<file path="config.mk">
export PLATFORM = sky130hd
export DESIGN_NAME = midi_stream_parser_unit
export DESIGN_NICKNAME = d
export VERILOG_FILES = /design/src/rtl/core/msp_pkg.sv /design/src/rtl/core/midi_stream_parser_unit.sv
export SDC_FILE = /design/constraint.sdc
export NUM_CORES = 1
export LEC_CHECK = 0
export ABC_CLOCK_PERIOD_IN_PS = 11120
export BUFFER_PORTS_ARGS = -buffer_cell sky130_fd_sc_hd__buf_4
export CAP_MARGIN = 20
export CORE_ASPECT_RATIO = 1.75
export CORE_MARGIN = 8
export CORE_UTILIZATION = 69
export CTS_BUF_LIST = sky130_fd_sc_hd__clkbuf_4 sky130_fd_sc_hd__clkbuf_8
export DETAILED_ROUTE_END_ITERATION = 8
export PLACE_DENSITY = 0.88
export SLEW_MARGIN = 20
export SYNTH_ARGS = -nofsm -noshare
export SYNTH_HDL_FRONTEND = slang
export SYNTH_SLANG_ARGS = --single-unit
</file>
<file path="constraint.sdc">
create_clock -name clk -period 11.12 [get_ports clk]
set_input_delay 2.78 -clock clk [delete_from_list [all_inputs] [get_ports clk]]
set_output_delay 2.78 -clock clk [all_outputs]
set_load 0.02 [all_outputs]
</file>
<file path="src/rtl/core/msp_pkg.sv">
// msp_pkg: types, codes and the status decode table of the MIDI stream parser.
// No dependencies; imported by midi_stream_parser_unit, the checker and the test.
`timescale 1ns / 1ps

package msp_pkg;

	localparam int MAX_RES    = 2;
	localparam int FIFO_DEPTH = 8;
	localparam int PTR_W      = $clog2(FIFO_DEPTH);
	localparam int CNT_W      = $clog2(FIFO_DEPTH + 1);

	// input item kinds
	localparam logic [1:0] IK_BYTE    = 2'd0;
	localparam logic [1:0] IK_ABANDON = 2'd1;
	localparam logic [1:0] IK_RESET   = 2'd2;

	// result kinds
	localparam logic [2:0] RK_EVENT    = 3'd0;
	localparam logic [2:0] RK_SX_START = 3'd1;
	localparam logic [2:0] RK_SX_DATA  = 3'd2;
	localparam logic [2:0] RK_SX_END   = 3'd3;
	localparam logic [2:0] RK_SX_ABORT = 3'd4;

	// event type codes
	localparam logic [4:0] TY_NONE       = 5'd0;
	localparam logic [4:0] TY_NOTE_ON    = 5'd1;
	localparam logic [4:0] TY_NOTE_OFF   = 5'd2;
	localparam logic [4:0] TY_KEY_PRESS  = 5'd3;
	localparam logic [4:0] TY_CTRL       = 5'd4;
	localparam logic [4:0] TY_PROG       = 5'd5;
	localparam logic [4:0] TY_CHAN_PRESS = 5'd6;
	localparam logic [4:0] TY_PITCH      = 5'd7;
	localparam logic [4:0] TY_SONG_POS   = 5'd8;
	localparam logic [4:0] TY_SONG_SEL   = 5'd9;
	localparam logic [4:0] TY_CLOCK      = 5'd10;
	localparam logic [4:0] TY_START      = 5'd11;
	localparam logic [4:0] TY_CONT       = 5'd12;
	localparam logic [4:0] TY_STOP       = 5'd13;
	localparam logic [4:0] TY_TUNE       = 5'd14;
	localparam logic [4:0] TY_SENSE      = 5'd15;
	localparam logic [4:0] TY_SYS_RESET  = 5'd16;
	localparam logic [4:0] TY_SYSEX      = 5'd17;
	localparam logic [4:0] TY_QFRAME     = 5'd18;
	localparam logic [4:0] TY_PORT       = 5'd19;

	localparam logic [7:0] ST_EOX      = 8'hF7;
	localparam logic [7:0] ST_RT_FIRST = 8'hF8;
	localparam logic [7:0] PORT_MAX    = 8'd16;

	typedef enum logic [2:0] {
		PS_IDLE   = 3'd0,
		PS_FIRST  = 3'd1,
		PS_SECOND = 3'd2,
		PS_SINGLE = 3'd3,
		PS_QF     = 3'd4,
		PS_SYSEX  = 3'd5,
		PS_PORT   = 3'd6
	} parse_state_t;

	typedef struct packed {
		logic [2:0]  rkind;
		logic [4:0]  etype;
		logic [3:0]  chan;
		logic [7:0]  port;
		logic [6:0]  d1;
		logic [6:0]  d2;
		logic [31:0] etime;
		logic        last;
	} res_t;

	function automatic logic [4:0] status_type(input logic [7:0] c);
		logic [4:0] t;
		case (c[6:4])
			3'd0: t = TY_NOTE_OFF;
			3'd1: t = TY_NOTE_ON;
			3'd2: t = TY_KEY_PRESS;
			3'd3: t = TY_CTRL;
			3'd4: t = TY_PROG;
			3'd5: t = TY_CHAN_PRESS;
			3'd6: t = TY_PITCH;
			default: begin
				case (c[3:0])
					4'h0: t = TY_SYSEX;
					4'h1: t = TY_QFRAME;
					4'h2: t = TY_SONG_POS;
					4'h3: t = TY_SONG_SEL;
					4'h5: t = TY_PORT;
					4'h6: t = TY_TUNE;
					4'h8: t = TY_CLOCK;
					4'hA: t = TY_START;
					4'hB: t = TY_CONT;
					4'hC: t = TY_STOP;
					4'hE: t = TY_SENSE;
					4'hF: t = TY_SYS_RESET;
					default: t = TY_NONE;
				endcase
			end
		endcase
		return t;
	endfunction

	function automatic res_t mk_res(input logic [2:0] rkind, input logic [4:0] etype,
			input logic [3:0] chan, input logic [7:0] port, input logic [6:0] d1,
			input logic [6:0] d2, input logic [31:0] etime);
		res_t r;
		r.rkind = rkind;
		r.etype = etype;
		r.chan  = chan;
		r.port  = port;
		r.d1    = d1;
		r.d2    = d2;
		r.etime = etime;
		r.last  = 1'b0;
		return r;
	endfunction

endpackage

</file>
<file path="src/rtl/core/midi_stream_parser_unit.sv">
// midi_stream_parser_unit: MIDI byte parser with running status, sysex streaming.
// Depends on msp_pkg (codes, status table, result struct).
//
//  channel | dir | tdata                                  | tuser         | tlast
//  s_*     | in  | stream_byte[7:0] now_time[39:8]        | kind[1:0]     | -
//  m_*     | out | event_type, channel, port_number,      | result_kind   | last
//          |     | first_data, second_data, event_time    | [2:0]         |
//
// One item per cycle while s_tready is high: an input register, then the parse logic
// writes up to two results into an 8-entry result queue in the following cycle.
// s_tready depends only on queue fill and the input register, never on m_tready;
// a byte giving two results (sysex abort then status) puts both into the queue on one write.
// arst_n clears parse state, port and queue; no clearing pass.
`timescale 1ns / 1ps

module midi_stream_parser_unit (
	input  logic        clk,
	input  logic        arst_n,
	input  logic        s_tvalid,
	output logic        s_tready,
	input  logic [39:0] s_tdata,  // stream_byte[7:0], now_time[39:8]
	input  logic [1:0]  s_tuser,  // kind[1:0]
	output logic        m_tvalid,
	input  logic        m_tready,
	output logic [63:0] m_tdata,  // event_type[4:0], channel[8:5], port_number[16:9],
	                              // first_data[23:17], second_data[30:24],
	                              // event_time[62:31], zero[63]
	output logic [2:0]  m_tuser,  // result_kind[2:0]
	output logic        m_tlast
);
	import msp_pkg::*;

	logic        vld_s1;
	logic [1:0]  kind_s1;
	logic [7:0]  byte_s1;
	logic [31:0] time_s1;

	parse_state_t state_q, state_d, ps;
	logic [4:0]   mtype_q, mtype_d;
	logic [3:0]   mchan_q, mchan_d;
	logic [7:0]   port_q, port_d;
	logic [6:0]   d1_q, d1_d;
	logic [6:0]   d2_q, d2_d;
	logic [31:0]  htime_q, htime_d;

	res_t             fifo_q [FIFO_DEPTH];
	logic [PTR_W-1:0] wptr_q, rptr_q;
	logic [CNT_W-1:0] count_q;

	logic [4:0] st_t;
	logic       is_stat, in_sx, sx_abort, sx_end, run_status, is_data;
	logic       pre_v, st_v;
	res_t       pre_r, st_r, r0, r1;
	logic [1:0] push_n;
	logic       s_acc, pop;

	assign s_acc = s_tvalid && s_tready;
	assign pop   = m_tvalid && m_tready;
	assign s_tready = (count_q + (vld_s1 ? CNT_W'(MAX_RES) : CNT_W'(0)))
		<= CNT_W'(FIFO_DEPTH - MAX_RES);

	always_ff @(posedge clk or negedge arst_n) begin
		if (!arst_n) begin
			vld_s1 <= 1'b0;
		end else begin
			vld_s1 <= s_acc;
		end
	end

	always_ff @(posedge clk) begin
		if (s_acc) begin
			kind_s1 <= s_tuser;
			byte_s1 <= s_tdata[7:0];
			time_s1 <= s_tdata[39:8];
		end
	end

	// decode
	always_comb begin
		case (state_q)
			PS_IDLE, PS_FIRST, PS_SECOND, PS_SINGLE, PS_QF, PS_SYSEX, PS_PORT: ps = state_q;
			default: ps = PS_IDLE;
		endcase
		st_t       = status_type(byte_s1);
		is_stat    = byte_s1[7];
		in_sx      = (ps == PS_SYSEX);
		sx_abort   = vld_s1 && in_sx &&
			(((kind_s1 == IK_ABANDON) || (kind_s1 == IK_RESET)) ||
			 ((kind_s1 == IK_BYTE) && is_stat && (byte_s1 < ST_RT_FIRST) && (st_t != TY_NONE)));
		sx_end     = vld_s1 && in_sx && (kind_s1 == IK_BYTE) && (byte_s1 == ST_EOX);
		run_status = vld_s1 && (kind_s1 == IK_BYTE) && is_stat;
		is_data    = vld_s1 && (kind_s1 == IK_BYTE) && !is_stat;
	end

	// next state
	always_comb begin
		state_d = ps;
		mtype_d = mtype_q;
		mchan_d = mchan_q;
		port_d  = port_q;
		d1_d    = d1_q;
		d2_d    = d2_q;
		htime_d = htime_q;
		if (vld_s1 && (kind_s1 == IK_ABANDON)) begin
			state_d = PS_IDLE;
		end else if (vld_s1 && (kind_s1 == IK_RESET)) begin
			state_d = PS_IDLE;
			mtype_d = '0;
			mchan_d = '0;
			port_d  = '0;
			d1_d    = '0;
			d2_d    = '0;
			htime_d = '0;
		end else if (run_status) begin
			if (sx_abort || sx_end) begin
				state_d = PS_IDLE;
			end
			if (st_t inside {[TY_NOTE_ON:TY_CTRL], TY_PITCH}) begin
				mtype_d = st_t;
				mchan_d = byte_s1[3:0];
				d1_d    = '0;
				d2_d    = '0;
				state_d = PS_FIRST;
			end else if (st_t inside {TY_PROG, TY_CHAN_PRESS}) begin
				mtype_d = st_t;
				mchan_d = byte_s1[3:0];
				d1_d    = '0;
				d2_d    = '0;
				state_d = PS_SINGLE;
			end else if (st_t inside {TY_SONG_POS, TY_SONG_SEL, TY_QFRAME}) begin
				mtype_d = st_t;
				mchan_d = '0;
				d1_d    = '0;
				d2_d    = '0;
				case (st_t)
					TY_SONG_POS: state_d = PS_FIRST;
					TY_SONG_SEL: state_d = PS_SINGLE;
					default:     state_d = PS_QF;
				endcase
			end else if (st_t == TY_SYSEX) begin
				htime_d = time_s1;
				state_d = PS_SYSEX;
			end else if (st_t == TY_PORT) begin
				state_d = PS_PORT;
			end
		end else if (is_data) begin
			case (ps)
				PS_FIRST: begin
					htime_d = time_s1;
					d1_d    = byte_s1[6:0];
					state_d = PS_SECOND;
				end
				PS_SECOND: begin
					d2_d    = byte_s1[6:0];
					state_d = PS_FIRST;
				end
				PS_SINGLE: begin
					htime_d = time_s1;
					d1_d    = byte_s1[6:0];
				end
				PS_QF: begin
					htime_d = time_s1;
					d1_d    = {4'd0, byte_s1[6:4]};
					d2_d    = {3'd0, byte_s1[3:0]};
				end
				PS_PORT: begin
					if (byte_s1 > PORT_MAX) port_d = '0;
					else port_d = byte_s1 - 8'd1;
				end
				default: ;
			endcase
		end
	end

	// results
	always_comb begin
		pre_v = 1'b0;
		pre_r = mk_res(RK_SX_ABORT, TY_SYSEX, 4'd0, port_q, 7'd0, 7'd0, htime_q);
		st_v  = 1'b0;
		st_r  = mk_res(RK_EVENT, st_t, 4'd0, port_q, 7'd0, 7'd0, time_s1);
		if (sx_abort) begin
			pre_v = 1'b1;
		end else if (sx_end) begin
			pre_v = 1'b1;
			pre_r.rkind = RK_SX_END;
		end else if (is_data) begin
			case (ps)
				PS_SECOND: begin
					pre_v = 1'b1;
					pre_r = mk_res(RK_EVENT, mtype_q, mchan_q, port_q, d1_q,
						byte_s1[6:0], htime_q);
				end
				PS_SINGLE: begin
					pre_v = 1'b1;
					pre_r = mk_res(RK_EVENT, mtype_q, mchan_q, port_q, byte_s1[6:0],
						d2_q, time_s1);
				end
				PS_QF: begin
					pre_v = 1'b1;
					pre_r = mk_res(RK_EVENT, mtype_q, mchan_q, port_q,
						{4'd0, byte_s1[6:4]}, {3'd0, byte_s1[3:0]}, time_s1);
				end
				PS_SYSEX: begin
					pre_v = 1'b1;
					pre_r = mk_res(RK_SX_DATA, TY_SYSEX, 4'd0, port_q, byte_s1[6:0],
						7'd0, htime_q);
				end
				default: ;
			endcase
		end
		if (run_status) begin
			if (st_t inside {[TY_CLOCK:TY_SYS_RESET]}) begin
				st_v = 1'b1;
			end else if (st_t == TY_SYSEX) begin
				st_v = 1'b1;
				st_r.rkind = RK_SX_START;
			end
		end
		r0 = pre_v ? pre_r : st_r;
		r1 = st_r;
		push_n = {1'b0, pre_v} + {1'b0, st_v};
		r0.last = (push_n == 2'd1);
		r1.last = 1'b1;
	end

	always_ff @(posedge clk or negedge arst_n) begin
		if (!arst_n) begin
			state_q <= PS_IDLE;
			mtype_q <= '0;
			mchan_q <= '0;
			port_q  <= '0;
			d1_q    <= '0;
			d2_q    <= '0;
			htime_q <= '0;
		end else if (vld_s1) begin
			state_q <= state_d;
			mtype_q <= mtype_d;
			mchan_q <= mchan_d;
			port_q  <= port_d;
			d1_q    <= d1_d;
			d2_q    <= d2_d;
			htime_q <= htime_d;
		end
	end

	always_ff @(posedge clk or negedge arst_n) begin
		if (!arst_n) begin
			wptr_q  <= '0;
			rptr_q  <= '0;
			count_q <= '0;
		end else begin
			wptr_q  <= wptr_q + PTR_W'(push_n);
			rptr_q  <= rptr_q + PTR_W'(pop);
			count_q <= count_q + CNT_W'(push_n) - CNT_W'(pop);
		end
	end

	always_ff @(posedge clk) begin
		if (push_n != 2'd0) fifo_q[wptr_q] <= r0;
		if (push_n == 2'd2) fifo_q[wptr_q + PTR_W'(1)] <= r1;
	end

	res_t head;
	assign head     = fifo_q[rptr_q];
	assign m_tvalid = (count_q != '0);
	assign m_tdata  = {1'b0, head.etime, head.d2, head.d1, head.port, head.chan, head.etype};
	assign m_tuser  = head.rkind;
	assign m_tlast  = head.last;

	a_count_bound: assert property (@(posedge clk) disable iff (!arst_n)
		count_q <= CNT_W'(FIFO_DEPTH))
		else $error("result queue overfilled");

	a_two_abort: assert property (@(posedge clk) disable iff (!arst_n)
		(push_n == 2'd2) |-> (r0.rkind == RK_SX_ABORT))
		else $error("two results without leading abort");

	a_last_mark: assert property (@(posedge clk) disable iff (!arst_n)
		(push_n != 2'd0) |-> ((push_n == 2'd2) ? (r1.last && !r0.last) : r0.last))
		else $error("last marker misplaced");

	a_full_reset: assert property (@(posedge clk) disable iff (!arst_n)
		(vld_s1 && (kind_s1 == IK_RESET)) |=> ((state_q == PS_IDLE) && (port_q == 8'd0)))
		else $error("full reset did not clear state");

endmodule

</file>
==> results of run 1 <==
-- area by class of cell --
class	instances	area (um2)
fill	2627	10600
inverter	72	278
antenna	1	2.50
timing repair buffer	167	1270
tap	572	716
clock buffer	129	1640
sequential	660	17700
clock inverter	41	318
multi-input combinational	1347	11500
-- where the power goes --
group          internal, mW  leakage (nW)  switching [mW]
Sequential             2.78          6.35           0.395
Clock                  1.06          1.04           0.929
Combinational          1.10          5.19            1.28
-- cell usage after synthesis, types with 6 or more instances --
cell type  count  share of area [%]
a21oi_1       25               0.41
buf_1         73               0.89
nand2_1      230                2.8
nor3_1        17               0.28
mux4_2       134                9.9
o21ai_4        8               0.42
ha_1          23               0.94
or3_1          6               0.12
o31ai_1       14               0.34
mux2i_1       47                1.5
buf_6         26               0.96
xor2_1         6               0.17
and2_1        58                1.2
nand3_1       31               0.51
edfxtp_1     410                 40
xnor2_1        8               0.23
nor2b_1       28               0.57
mux2_2        84                3.1
nor2_1        37               0.45
and3_1         8               0.16
a22o_1       296                8.5
nor4_1         6               0.12
o21ai_0      147                2.4
o22ai_1       54                1.1
buf_2         52               0.85
nand2b_1       6               0.12
clkbuf_1      84                1.0
dfrtp_1       77                6.3
inv_1         71               0.87
dfxtp_1      173                 11
-- sequential cells by signal, summed over array words and instances (netlist names), 2 cells and up, named ones only --
name / count
state_q: 3
htime_q: 32
fifo_q: 536
wptr_q: 3
d1_q: 7
byte_s1: 8
d2_q: 7
time_s1: 32
mchan_q: 4
mtype_q: 5
rptr_q: 3
kind_s1: 2
port_q: 8
count_q: 4
-- how the worst min path moves through the flow --
stage | from | slack, ns | to
final | fifo_q[2][33] | 0.45 | fifo_q[2][33]
after floorplan | fifo_q[1][33] | 0.42 | fifo_q[1][33]
after detailed placement | fifo_q[1][41] | 0.44 | fifo_q[1][41]
after global placement | fifo_q[0][40] | 0.43 | fifo_q[0][40]
after global routing | fifo_q[1][33] | 0.48 | fifo_q[1][33]
after CTS | fifo_q[1][41] | 0.45 | fifo_q[1][41]
-- stage by stage --
step                utilization, %  power [mW]  area (um2)
CTS                           76.0        7.52       33400
global route                  76.0        7.82       33500
detailed placement            71.5        5.57       31500
global placement              71.5        5.49       31500
floorplan                        -        4.78       30600
finish                        76.0        7.54       33500
-- kinds of logic after synthesis --
kind of cell | count (synthesis)
flip-flops | 660
AO/OA/AOI/OAI | 594
AND/OR/NAND/NOR | 448
buffers and inverters | 309
multiplexers | 265
adder cells (fa/ha/maj) | 25
XOR/XNOR | 14
other | 1
-- metal layers --
layer | vias up | track usage (%) | wire length [um]
li1 | 8884 | - | -
met1 | 10500 | 35.8 | 26700
met2 | 1622 | 57.5 | 43500
met3 | 479 | 6.71 | 9130
met4 | 0 | 23.4 | 6020
met5 | - | 0 | 0
-- worst max-delay path, cell delays in order (launching register included) --
cell and delay, ns:
dfrtp_4 0.84, buf_4 0.73, buf_4 0.68, mux4_2 0.57, mux2_2 0.34, buf_4 0.18
==> out/metrics.csv, run 1 <==
metric,value,unit
grt_pass1_wl,130000,um
power.density,225,nW/um2
fmax,146,MHz
wirelength,85300,um
dr.pass1.iters,8,
synth.avg_cell_area,13.2,um2
slew_headroom,22.4,%
status,completed,
p_leak,12.6,nW
postCtsSetupRepairBufs,0,
skew,0.0328,ns
hold_path_depth,2,
start_util,69.5,%
gp_congestion,0.987,
setup.worst_path.start,rptr_q[0],
cp_max_fo,36,
clk_latency,0.68,ns
drc,0,
finalCriticalPeriod,6.83,ns
syn_to_final_growth,9.32,%
syn_nets,2387,
synth.distinct_cells,72,
placementRows,102,
worstSetupStartpointType,flip-flop,
grt_usage,33.2,%
final_cell_count_no_fill,2989,
synthFlopType,edfxtp_1,
r2r_slack,5.63,ns
hpwl,50200,um
core_area,44000,um2
grt_max_degree,70,
dp_cells,2817,
layout_commonest_cell,edfxtp_1,
synthArstFlopShare,11.7,%
cts_buffers,91,
crit_path_end,m_tdata[32],
drive_above_1_share,24.6,%
dp_slack,4.95,ns
synth_top_family_by_area,compound AO/OA/AOI/OAI gates,
reg2regPathDepth,12,
rsz0062_at_grt,false,
cts_tree,done,
cts_htree_levels,3,
synth_compound_area_share,14.7,%
ys_ff_latch,660,
via_per_inst,7.19,
fin_nets,2410,
final_cell_mix,"edfxtp_1 (410), a22o_1 (296), nand2_1 (229)",
worst_slew_pin_slew,1.16,ns
synth-adder-area-share,1.07,%
slew_violations,0,
clock_sinks,660,
arrival,4.05,ns
synth_area,30600,um2
synth-simple-area-share,6.89,%
post-route-period-util,61.4,%
die_h,295,um
hold_slack,0.452,ns
hold_viol,0,
worstSetupPathType,reg -> out,
regToRegEndpoint,fifo_q[6][48],
ant_nets,0,
synth-edff-count,410,
die_x,175,um
ir_worst_vdd,0.000207,V
setup_viol,0,
wl_per_cell,28.5,um
final.setup.worst_slack,4.29,ns
num_vias,21500,
hold_buffers,0,
setup_tns,0,ns
grt_overflow,0,
synthXorXnorAreaFrac,0.400,%
hp-class,reg -> reg,
cp-end-kind,primary output,
port_buffers,114,
r2r-start,byte_s1[4],
clk_pin_slew,0.06,ns
initialDrtViolationCount,2246,
synthMuxAreaShare,14.5,%
yosysSeqAreaShare,57.8,%
antenna_found_initial,2,
cts_resized,0,
clockBufferDepth,3,
first_global_vias,22800,
synthCells,2316,
worstPathRequired,8.34,ns
io_pins,116,
die_area,51600,um2
drv_cap,0,
clock_tree.root_cell,clkbuf_8,
yosysWarnings,0,
(Power assumes the default switching activity.)
==> run 2, diff against run 1 <==
--- a/config.mk
+++ b/config.mk
@@ -5,15 +5,15 @@
 export SDC_FILE = /design/constraint.sdc
 export NUM_CORES = 1
 export LEC_CHECK = 0
-export ABC_CLOCK_PERIOD_IN_PS = 11120
+export ABC_CLOCK_PERIOD_IN_PS = 5600
 export BUFFER_PORTS_ARGS = -buffer_cell sky130_fd_sc_hd__buf_4
 export CAP_MARGIN = 20
 export CORE_ASPECT_RATIO = 1.75
 export CORE_MARGIN = 8
-export CORE_UTILIZATION = 69
+export CORE_UTILIZATION = 58
 export CTS_BUF_LIST = sky130_fd_sc_hd__clkbuf_4 sky130_fd_sc_hd__clkbuf_8
 export DETAILED_ROUTE_END_ITERATION = 8
-export PLACE_DENSITY = 0.88
+export PLACE_DENSITY = 0.78
 export SLEW_MARGIN = 20
 export SYNTH_ARGS = -nofsm -noshare
 export SYNTH_HDL_FRONTEND = slang
==> constraint.sdc (replaced) <==
create_clock -name clk -period 5.6 [get_ports clk]
set_input_delay 1.4 -clock clk [delete_from_list [all_inputs] [get_ports clk]]
set_output_delay 1.4 -clock clk [all_outputs]
set_load 0.02 [all_outputs]
==> run 2 against run 1 <==
Net effect:
- via count decreased by 4.6%
- clock power increased by 97%
- utilization decreased by 11 points
- critical path depth increased by 7
- register-to-register slack got worse by 4.7 ns
- combinational power increased by 80%
- total power increased by 93%
- wire length decreased by 1.1%
- critical endpoint is now fifo_q[6][52]
==> out/metrics.csv, run 2 (synthesized netlist as in run 1, its figures left out) <==
metric,value,unit
worst_slew_pin_slew,1.12,ns
setup_viol,0,
final_cell_count_no_fill,3114,
clk_latency,0.69,ns
reg_top3,"fifo_q: 536 flops, htime_q: 32 flops, time_s1: 32 flops",
cts_tree,done,
dr.pass1.iters,8,
worstSetupPathType,reg -> reg,
fin_area,33800,um2
hold_slack,0.455,ns
num_vias,20500,
reg2regPathDepth,12,
die_x,190,um
status,completed,
syn_to_final_growth,10.3,%
io_pins,116,
hold_viol,0,
slew_violations,0,
hpwl,54000,um
hp-class,reg -> reg,
gp_congestion,0.911,
die_area,60700,um2
wirelength,84300,um
slew_headroom,25.6,%
clockBufferDepth,3,
placementRows,111,
cts_htree_levels,3,
top_register,fifo_q,
antenna_found_initial,1,
power.density,431,nW/um2
wl_per_cell,27.1,um
die_h,320,um
layout_commonest_cell,edfxtp_1,
via_per_inst,6.58,
largest_reg_flops,536,
grt_max_degree,55,
finalCriticalPeriod,4.65,ns
hold_path_depth,2,
grt_overflow,0,
final.setup.worst_slack,0.949,ns
postCtsSetupRepairBufs,0,
grt_pass1_wl,128000,um
worstPathRequired,5.89,ns
post-route-period-util,83.1,%
drc,0,
place_area,31800,um2
skew,0.0425,ns
drive_above_1_share,25.3,%
clk_pin_slew,0.07,ns
total_power,14.6,mW
cp_max_fo,54,
p_leak,12.4,nW
fmax,215,MHz
cp-end-kind,flip-flop,
clock_tree.root_cell,clkbuf_8,
clock_sinks,660,
arrival,4.94,ns
port_buffers,114,
start_util,58.6,%
initialDrtViolationCount,1972,
ant_nets,0,
rsz0062_at_grt,false,
core_area,52200,um2
final_cell_mix,"edfxtp_1 (410), a22o_1 (296), nand2_1 (229)",
dp_slack,1.08,ns
worstSetupStartpointType,flip-flop,
cts_buffers,92,
final_core_util,64.7,%
drv_cap,0,
setup_tns,0,ns
first_global_vias,21700,
fin_nets,2431,
hold_buffers,0,
ir_worst_vdd,0.000331,V
dp_cells,2943,
grt_usage,27.6,%
cts_resized,0,
==> run 2: worst paths after layout <==
check	end	from	slack, ns
worst max-delay path	fifo_q[6][52]	byte_s1[4]	0.95
worst min-delay path	fifo_q[4][56]	fifo_q[4][56]	0.45
worst max register to register	fifo_q[6][52]	byte_s1[4]	0.95
worst min register to register	fifo_q[4][56]	fifo_q[4][56]	0.45
max in group asynchronous	state_q[2]	arst_n	3.82
min in group asynchronous	htime_q[8]	arst_n	0.78
==> run 2: where the power goes <==
part	internal, mW	switching, mW	total (mW)
sequential	5.53	0.843	6.37
combinational	1.93	2.34	4.27
clock	2.11	1.80	3.91
total	9.57	4.98	14.6
==> run 2: layer usage <==
metal | vias up | GRT usage (%) | wire (um)
met5 | - | 0 | 0
met2 | 1072 | 50.2 | 45200
met4 | 0 | 16.4 | 4840
li1 | 8919 | - | -
met3 | 288 | 4.54 | 5940
met1 | 10200 | 29.6 | 28300
==> run 2: worst max-delay path: stages (launching register included) <==
cell	delay (ns)
edfxtp_1	0.76
nand3_1	0.33
nor3_1	0.45
o31ai_4	0.08
buf_4	0.21
o21ai_0	0.13
ha_1	0.33
nand2_1	0.15
or3_1	0.54
and2_1	0.24
buf_4	0.20
inv_2	0.07
buf_4	0.62
==> run 2: layout make-up <==
cell class	count	area [um2]
Fill cell	3898	18400
Sequential cell	660	17700
Multi-Input combinational cell	1347	11500
Clock buffer	143	1730
Timing Repair Buffer	187	1480
Tap cell	678	848
Inverter	72	270
Clock inverter	26	211
Antenna cell	1	2.50
==> run 3, diff against run 2 <==
--- a/config.mk
+++ b/config.mk
@@ -5,15 +5,15 @@
 export SDC_FILE = /design/constraint.sdc
 export NUM_CORES = 1
 export LEC_CHECK = 0
-export ABC_CLOCK_PERIOD_IN_PS = 5600
+export ABC_CLOCK_PERIOD_IN_PS = 4400
 export BUFFER_PORTS_ARGS = -buffer_cell sky130_fd_sc_hd__buf_4
 export CAP_MARGIN = 20
 export CORE_ASPECT_RATIO = 1.75
 export CORE_MARGIN = 8
-export CORE_UTILIZATION = 58
+export CORE_UTILIZATION = 64
 export CTS_BUF_LIST = sky130_fd_sc_hd__clkbuf_4 sky130_fd_sc_hd__clkbuf_8
 export DETAILED_ROUTE_END_ITERATION = 8
-export PLACE_DENSITY = 0.78
+export PLACE_DENSITY = 0.82
 export SLEW_MARGIN = 20
 export SYNTH_ARGS = -nofsm -noshare
 export SYNTH_HDL_FRONTEND = slang
==> constraint.sdc (replaced) <==
create_clock -name clk -period 4.4 [get_ports clk]
set_input_delay 1.1 -clock clk [delete_from_list [all_inputs] [get_ports clk]]
set_output_delay 1.1 -clock clk [all_outputs]
set_load 0.02 [all_outputs]
==> run 3 against run 2 <==
Net effect:
- critical path depth decreased by 8
- count of clock-buffer cells in the layout is 3 higher
- die area fell by 8.8%
- first-iteration DRC count rose by 10%
- wire length about the same
- clock power increased by 27%
- register-to-register slack lost 0.40 ns
- total power increased by 28%
- critical path type is now reg -> out
==> out/metrics.csv, run 3 (synthesized netlist as in run 1, its figures left out) <==
metric,value,unit
setup_tns,0,ns
cts_htree_levels,3,
dp_cells,2881,
dr.pass1.iters,8,
finalCriticalPeriod,4.12,ns
p_leak,12.5,nW
port_buffers,114,
hp-class,reg -> reg,
reg2regPathDepth,13,
place_area,31900,um2
r2r-start,kind_s1[0],
cpMostUsedCell,buf_4,
final_cell_mix,"edfxtp_1 (410), a22o_1 (296), nand2_1 (230)",
topRoutingLayerUsed,met4,
clk_latency,0.67,ns
postCtsSetupRepairBufs,0,
worstSetupStartpointType,flip-flop,
grt_max_degree,69,
hold_slack,0.450,ns
slew_headroom,31.5,%
clk_pin_slew,0.06,ns
status,completed,
top_register,fifo_q,
clockBufferDepth,3,
setup_viol,0,
fin_area,33900,um2
rsz0062_at_grt,false,
hold_path_depth,2,
final_core_util,71.4,%
fmax,243,MHz
die_h,305,um
start_util,64.5,%
hpwl,53800,um
worstSetupPathType,reg -> out,
largest_reg_flops,536,
first_global_vias,22200,
wl_met2,44700,um
crit_family,multiplexers,
hold_buffers,0,
final_cell_count_no_fill,3054,
slew_violations,0,
drc,0,
drv_cap,0,
placementRows,106,
worst_slew_pin_slew,1.02,ns
num_vias,21000,
hold_viol,0,
ant_nets,0,
ir_worst_vdd,0.000419,V
core_area,47500,um2
die_area,55400,um2
worstHoldStart,fifo_q[1][42],
worstPathRequired,3.30,ns
wl_per_cell,27.6,um
clock_sinks,660,
max_stage_delay,0.87,ns
drive_above_1_share,25.9,%
reg_top3,"fifo_q: 536 flops, htime_q: 32 flops, time_s1: 32 flops",
cts_buffers,92,
io_pins,116,
arrival,3.02,ns
path_buf_inv,2,
post-route-period-util,93.7,%
clock_tree.root_cell,clkbuf_8,
cts_tree,done,
cp-end-kind,primary output,
cts_resized,0,
regToRegEndpoint,fifo_q[5][31],
grt_overflow,0,
initialDrtViolationCount,2174,
power.density,548,nW/um2
syn_to_final_growth,10.7,%
skew,0.0230,ns
via_per_inst,6.89,
crit_chain,buf_4 -> mux4_2 -> mux2_2 -> buf_4,
die_x,181,um
fin_nets,2452,
cp_slowest_cell,dfrtp_4,
layout_commonest_cell,edfxtp_1,
cp_max_fo,31,
grt_usage,30.3,%
r2r_slack,0.55,ns
gp_congestion,0.947,
dr_wl_met3,7570,um
wl_met1,26900,um
antenna_found_initial,1,
hold_path_end,fifo_q[1][42],
wirelength,84300,um
grt_pass1_wl,129000,um
[run 3: per-layer routing]
| metal | up-vias | GRT usage [%] |
|---|---|---|
| met3 | 321 | 5.75 |
| met2 | 1355 | 54.8 |
| li1 | 8959 | - |
| met5 | - | 0 |
| met1 | 10400 | 32.1 |
| met4 | 0 | 18.6 |
[run 3: worst max path at each step]
stage	startpoint	end	slack, ns	cells past startpoint
final	rptr_q[0]	m_tdata[55]	0.28	4
after global routing	rptr_q[0]	m_tdata[55]	0.15	4
after CTS	rptr_q[0]	m_tdata[50]	0.22	4
after detailed placement	kind_s1[0]	fifo_q[7][25]	0.64	13
after global placement	kind_s1[0]	fifo_q[6][28]	0.69	12
after floorplan	kind_s1[0]	fifo_q[0][10]	0.09	14
[run 3: power breakdown]
group	internal [mW]	switching [mW]
registers	7.03	0.975
clock network	2.67	2.31
logic	2.49	3.09
total	12.2	6.37
[run 3: worst reg2reg max path: cells and delay by family, from the launching register on]
kind | cells | cell delay (ns)
DFF | 1 | 0.39
buffers and inverters | 3 | 0.76
adders and majority gates | 2 | 0.68
AOI/OAI and AO/OA | 5 | 1.00
and+or+nand+nor | 3 | 0.90
[run 3: layout make-up]
type | instances | area, um2
fill | 3136 | 13600
timing repair buffer | 208 | 1670
tap | 594 | 743
sequential | 660 | 17700
clock buffer | 146 | 1770
multi-input combinational | 1347 | 11500
antenna | 1 | 2.50
clock inverter | 26 | 188
inverter | 72 | 270
[run 3: stage by stage]
step	total power [mW]	setup WS, ns
5_1_grt	19.3	0.149
3_3_place_gp	13.5	0.686
2_1_floorplan	11.6	0.0857
3_5_place_dp	13.7	0.639
4_1_cts	18.6	0.215
6_report	18.6	0.279
